**src/design/sla_pkg.sv**
```systemverilog
// slab object allocator: shared types, widths and constants
// used by every design file; depends on nothing
`default_nettype none
package sla_pkg;

  localparam int NUM_FRAMES = 64;
  localparam int MAX_SLOTS  = 512;
  localparam int FRAME_W    = $clog2(NUM_FRAMES);
  localparam int SLOT_W     = $clog2(MAX_SLOTS);
  localparam int FLINK_W    = FRAME_W + 1;
  localparam int SLINK_W    = SLOT_W + 1;
  localparam int CNT_W      = 10;
  localparam int CFG_W      = 9;
  localparam int SADDR_W    = FRAME_W + SLOT_W;
  localparam int GRP        = 8;
  localparam int GRP_W      = $clog2(GRP);
  localparam int NGRP       = NUM_FRAMES / GRP;
  localparam int NGRP_W     = FRAME_W - GRP_W;

  localparam logic [FLINK_W-1:0] NO_FRAME = FLINK_W'(NUM_FRAMES);
  localparam logic [SLINK_W-1:0] NO_SLOT  = SLINK_W'(MAX_SLOTS);
  localparam logic [CFG_W-1:0]   SLOTS_RST = CFG_W'(64);

  localparam logic FUNC_ALLOC = 1'b0;
  localparam logic FUNC_FREE  = 1'b1;

  typedef struct packed {
    logic               func;
    logic [FRAME_W-1:0] free_frame;
    logic [SLOT_W-1:0]  free_slot;
    logic               is_null;
  } in_beat_t;

  typedef struct packed {
    logic               ok;
    logic [FRAME_W-1:0] got_frame;
    logic [SLOT_W-1:0]  got_slot;
  } out_beat_t;

  typedef struct packed {
    logic [CNT_W-1:0]   live;
    logic [SLINK_W-1:0] fhead;
    logic [FLINK_W-1:0] pnext;
    logic [FLINK_W-1:0] pprev;
  } fent_t;

  typedef struct packed {
    logic               rd_en;
    logic [FRAME_W-1:0] rd_addr;
    logic               wr_en;
    logic [FRAME_W-1:0] wr_addr;
    fent_t              wr_data;
  } fm_req_t;

  typedef struct packed {
    logic               rd_en;
    logic [SADDR_W-1:0] rd_addr;
    logic               wr_en;
    logic [SADDR_W-1:0] wr_addr;
    logic [SLINK_W-1:0] wr_data;
  } sm_req_t;

  typedef struct packed {
    logic               claim;
    logic               release_en;
    logic [FRAME_W-1:0] idx;
  } pool_cmd_t;

  typedef struct packed {
    logic               found;
    logic [FRAME_W-1:0] idx;
  } pool_rsp_t;

  function automatic logic frame_link_ok(input logic [FLINK_W-1:0] l);
    return l < NO_FRAME;
  endfunction

  function automatic logic slot_link_ok(input logic [SLINK_W-1:0] l);
    return l < NO_SLOT;
  endfunction

endpackage
`default_nettype wire

```
**src/design/sla_frame_pool.sv**
```systemverilog
// frame pool: in-use flags and lowest free frame search over a registered tree
// uses sla_pkg
`default_nettype none
module sla_frame_pool (
  input  wire                     clk_i,
  input  wire                     rst_ni,
  input  wire sla_pkg::pool_cmd_t cmd_i,
  output sla_pkg::pool_rsp_t      rsp_o
);
  import sla_pkg::*;

  logic [NUM_FRAMES-1:0] in_use_q;
  logic [NGRP-1:0]       grp_q;
  logic [NGRP_W-1:0]     gsel;
  logic [GRP_W-1:0]      bsel;

  always_ff @(posedge clk_i or negedge rst_ni) begin
    if (!rst_ni) begin
      in_use_q <= '0;
      grp_q    <= '1;
    end else begin
      if (cmd_i.claim) begin
        in_use_q[cmd_i.idx] <= 1'b1;
      end
      if (cmd_i.release_en) begin
        in_use_q[cmd_i.idx] <= 1'b0;
      end
      for (int g = 0; g < NGRP; g++) begin
        grp_q[g] <= ~&in_use_q[g*GRP +: GRP];
      end
    end
  end

  always_comb begin
    gsel = '0;
    for (int g = NGRP - 1; g >= 0; g--) begin
      if (grp_q[g]) begin
        gsel = NGRP_W'(g);
      end
    end
    bsel = '0;
    for (int b = GRP - 1; b >= 0; b--) begin
      if (!in_use_q[{gsel, GRP_W'(b)}]) begin
        bsel = GRP_W'(b);
      end
    end
  end

  assign rsp_o.found = |grp_q;
  assign rsp_o.idx   = {gsel, bsel};

endmodule
`default_nettype wire

```
**config.mk**
```make
export PLATFORM = sky130hd
export DESIGN_NAME = sla_frame_pool
export DESIGN_NICKNAME = d
export VERILOG_FILES = /design/src/design/sla_pkg.sv /design/src/design/sla_frame_pool.sv
export SDC_FILE = /design/constraint.sdc
export NUM_CORES = 1
export LEC_CHECK = 0
export BUFFER_PORTS_ARGS = -buffer_cell sky130_fd_sc_hd__buf_4
export CORE_MARGIN = 10
export CORE_UTILIZATION = 50
export CTS_CLUSTER_SIZE = 28
export DETAILED_ROUTE_END_ITERATION = 7
export GPL_TIMING_DRIVEN = 0
export HOLD_SLACK_MARGIN = 0.06
export PLACE_DENSITY = 0.67
export SYNTH_ARGS = -nofsm -noshare
export SYNTH_HDL_FRONTEND = slang
export SYNTH_SLANG_ARGS = --single-unit
```
**constraint.sdc**
```tcl
create_clock -name clk_i -period 2.8 [get_ports clk_i]
set_clock_uncertainty 0.2 [all_clocks]
set_input_delay 0.28 -clock clk_i [delete_from_list [all_inputs] [get_ports clk_i]]
set_output_delay 0.28 -clock clk_i [all_outputs]
set_load 0.1 [all_outputs]
```
### Word level (Yosys, flattened, before mapping)

Cells that the tools add are included.

| cells by class | value |
|---|---|
| $lt $le $gt $ge | 10 |
| muxes and demuxes | 36 |
| bitwise operators | 3 |
| reductions and logical operators | 18 |

Operators with widths:

| cell | count |
|---|---|
| $mux 64 | 2 |
| $and 64x64->64 | 1 |
| $not 64->64 | 1 |
| $or 64x64->64 | 1 |
| $reduce_and 8->1 | 8 |
| $lt 6x7->1 const B | 9 |
| $mux 3 | 16 |
| $bmux 1 s3 | 8 |
| $mux 1 | 9 |
| $logic_not 1->1 | 8 |
| $reduce_or 8->1 | 1 |
| $demux 1 s6 | 1 |
| $ge 6x1->1 const B | 1 |
| $logic_and 1x1->1 | 1 |

| word-level totals | value |
|---|---|
| bits in registers | 72 |
| logic and storage cells | 69 |

### Logic depth before layout (Yosys ltp)

| depth | value |
|---|---|
| word-level depth | 18 |
| gate-level depth with buffers | 9 |
| depth with buffers taken out | 7 |

### Worst setup path after synthesis

OpenSTA, ideal clock, no wires.

| timing | value |
|---|---|
| kind | flip-flop to output port |
| start point | reg grp_q[7] |
| end point | out rsp_o[1] (netlist name) |
| arrival | 3.799 ns |
| required time | 2.320 ns |
| setup slack | -1.479 ns |
| stages on the path, launching flop included | 9 |
| path buffers | 2 |
| path through | dfstp_2 > nor4_2 > and3b_1 > buf_6 > buf_2 > mux4_2 > mux2i_4 > o211ai_1 > a21boi_1 |

RTL lines:

| element | line | text |
|---|---|---|
| start: declaration | sla_frame_pool.sv:13 | `logic [NGRP-1:0] grp_q;` |
| start signal: indexed assignment | sla_frame_pool.sv:29 | `grp_q[g] <= ~&in_use_q[g*GRP +: GRP];` |
| end: declaration | sla_frame_pool.sv:8 | `output sla_pkg::pool_rsp_t rsp_o` |

==> summary.md <==
| Metric | Value |
|---|---|
| Status | `finished with violations` |
| Failing checks | `setup timing` |
| Leak | `0.00177 µW` |
| Die Y | `approximately 100 µm` |
| Vias in the first global route | `2924` |
| Fin. max-slew vios | `0` |
| Critical path's slowest cell | `dfstp_2` |
| Initial antenna violation count | `0` |
| WP buf/inv | `3` |
| Fin crit share | `120%` |
| Later-pin clock latency in the skew report | `0.36 ns` |
| Worst Hold Class | `input port to flip-flop` |
| Final net count | `380` |
| Final Worst Setup Slack | `-0.546 ns` |
| Final non-filler cell total | `471` |
| DRT iter0 DRCs | `231` |
| Setup-failing EPs final | `3` |
| WS Path Type | `flip-flop to primary output` |
| Antenna-violating nets left | `0` |
| WP data arrival | `approximately 2.9 ns` |
| Busiest grt layer | `met2` |
| Die X-Extent | `104 µm` |
| Syn nets | `between 300 and 400` |
| Routability congestion estimate | `~0.84` |
| Net switching power | `about 860 µW` |
| Sw Ratio | `just under 30%` |
| Clock root cell | `clkbuf_8` |
| Synth cell types | `31` |
| Core footprint | `6830 µm²` |
| DR DRC count | `0` |
| # fillers | `569` |
| Share of layout cells above drive strength 1 | `23.5%` |
| Worst path most repeated cell | `buf_12` |
| Final hold violations | `0` |
| FP Rows | `30` |
| First-pass GRT wire length | `15600 µm` |
| Global routing usage on met3 | `3.47%` |
| Tightest Pin Transition | `1.04 ns` |
| Num CTS Buffers | `9` |
| GRT Residual Overflow | `0` |
| Dpl hpwl | `6780 µm` |
| CP Launch Type | `flip-flop` |
| Worst-path clk slew | `0.08 ns` |
| CTS max path bufs | `2` |
| # IOs | `17` |
| TritonCTS clock tree | `done` |
| Max cap viols | `0` |
| Largest net degree at the start of global routing | `73` |
| Vias per cell | `6.28` |
| CP top delay family | `multiplexers` |
| Cell area after synthesis | `3540 µm²` |
| Slew Limit Headroom | `30.3%` |
| Maximum clock rate | `between 200 and 300 MHz` |
| Vias | `2960` |
| Total track usage | `17.8%` |
| Drt total wl | `9730 µm` |
| Layout area overhead | `19.9%` |
| GR Util met2 | `roughly 28%` |
| Worst hold margin | `0.200 ns` |
| Power Density | `about 690 nW/µm²` |
| Share of power burned in registers | `between 40% and 50%` |
| Tmin final | `around 3.3 ns` |
| Largest stage delay on the critical path | `~0.58 ns` |
| Clock power frac | `around a third` |
| Register area share after synthesis | `just over 50%` |
| Most common cell after layout, fill and taps aside | `a21oi_1` |
| Crit. End Element | `primary output` |
| RSZ-0062 raised after global routing | `true` |
| Die area | `10900 µm²` |
| Placed Cells | `444` |
| Met1 Use GR | `23.6%` |
| Crit path max fanout | `5` |
| Clk sinks | `between 70 and 80` |
| Cell breakdown of the critical path | `nor4_4 > and3b_1 > buf_6 > buf_12 > mux4_2 > mux2_4 > a21boi_4 > o211ai_4 > buf_12` |
| Internal power | `2070 µW` |
| Yosys warnings | `0` |
| Htree depth | `3` |
| WP data required | `roughly 2.3 ns` |
| Avg WL per Cell | `20.7 µm` |
| Pre-antenna DRT Iters | `4` |
| Mapped Cells | `335` |
| Highest-count cells in the layout ignoring fill and taps | `a21oi_1 (130), dfrtp_1 (64), buf_4 (21), nor2_1 (16), nand4_1 (16)` |
| Flops & latches, synth | `72` |
| Port Buf Inserts | `13` |
| Comb pwr share | `17.8%` |
| VDD IR max | `359 µV` |
| N_diodes | `0` |
| Starting Density | `51.9%` |
| Average cell area after synthesis | `~11 µm²` |
==> state kept, by name (all words and copies together), names as in the netlist <==
register  cells
grp_q         8
in_use_q     64
==> cell usage after synthesis <==
master / n / area share [%]
o31ai_1: 1 / 0.21
nor3b_1: 3 / 0.64
and3_1: 1 / 0.18
nor2_1: 17 / 1.8
inv_1: 3 / 0.32
o211ai_2: 1 / 0.35
dfrtp_1: 64 / 45
nand4_1: 16 / 2.8
o311a_1: 1 / 0.28
nand2_1: 6 / 0.64
o211ai_1: 1 / 0.21
nand3_1: 3 / 0.42
mux2_2: 6 / 1.9
dfstp_2: 8 / 5.9
and2_1: 1 / 0.18
buf_12: 1 / 0.56
mux2i_4: 1 / 0.64
buf_6: 1 / 0.32
o21bai_1: 1 / 0.21
and3b_1: 3 / 0.74
mux2i_1: 15 / 4.2
a21oi_1: 130 / 18
nor3_1: 5 / 0.71
mux4_2: 8 / 5.1
a21boi_1: 2 / 0.42
or2_2: 8 / 1.4
clkbuf_1: 15 / 1.6
mux4_1: 4 / 3.0
nor4_2: 1 / 0.35
buf_2: 2 / 0.28
nand2b_1: 6 / 1.1
==> routing by layer <==
layer	up-vias	part of all wire, %
met4	0	1.5
met5	-	0
li1	1324	-
met3	12	5.7
met1	1510	44
met2	114	49
==> worst reg2reg max path, delay by kind of cell, from the launching register on <==
kind             cells  cell delay (ns)
flip-flops           1             0.40
AND/OR/NAND/NOR      2             0.48
==> cells by family (layout without fill, tap and decap cells) <==
group	count (synthesis)	after routing	share of synthesized area [%]
AND/OR/NAND/NOR	70	70	10.9
buffers and inverters	22	62	3.07
AO/OA/AOI/OAI	137	137	20.0
multiplexers	34	34	14.8
flip-flops	72	72	51.1
==> timing repair <==
| item | in CTS | in global routing |
|---|---|---|
| endpoints found under the setup margin | 4 | 3 |
| gates cloned | 0 | 1 |
| pin swaps | 1 | 0 |
| setup buffers | 3 | 6 |
| gates resized for setup | 17 | 8 |
| hold buffers | 1 | 0 |
| endpoints found under the hold margin | 64 | 0 |
==> area by class of cell <==
class | count | area, µm² | area share, %
inverters | 3 | 11.3 | 0.265
clock inverters | 5 | 104 | 2.44
multi-input cells | 241 | 1700 | 40.1
repair buffers | 24 | 238 | 5.59
plain buffers | 19 | 119 | 2.80
clock buffers | 11 | 141 | 3.33
flip-flops and latches | 72 | 1810 | 42.6
well taps | 96 | 120 | 2.83
==> worst paths after layout <==
check	startpoint	endpoint	slack, ns	cells after the start
setup / recovery	grp_q[4]	rsp_o[0]	-0.55	9
hold / removal	cmd_i[4]	in_use_q[34]	0.20	3
setup reg to reg	in_use_q[9]	grp_q[1]	1.65	2
hold reg to reg	in_use_q[11]	in_use_q[11]	0.36	2
max in group asynchronous	rst_ni	in_use_q[41]	1.42	2
min in group asynchronous	rst_ni	in_use_q[57]	0.37	2
==> power groups by stage <==
stage                     clock, µW  combinational (µW)  sequential (µW)
after floorplan                   0                 366             1340
after global placement            0                 457             1390
after detailed placement          0                 475             1390
after CTS                      1030                 510             1380
after global routing           1070                 581             1410
final                          1020                 523             1380
==> metrics by stage <==
stage / worst slack (ns) / TNS [ns] / power (µW) / area [µm²] / utilization (%)
after floorplan: -0.246 / -0.565 / 1700 / 3590 / -
after global routing: -0.598 / -1.75 / 3060 / 4250 / 62.2
final: -0.546 / -1.54 / 2930 / 4250 / 62.2
after detailed placement: -0.569 / -1.54 / 1870 / 3800 / 55.7
after global placement: -0.477 / -1.27 / 1850 / 3800 / 55.7
after CTS: -0.538 / -1.52 / 2910 / 4150 / 60.7
No activity file was read; power rests on OpenSTA's default activity.
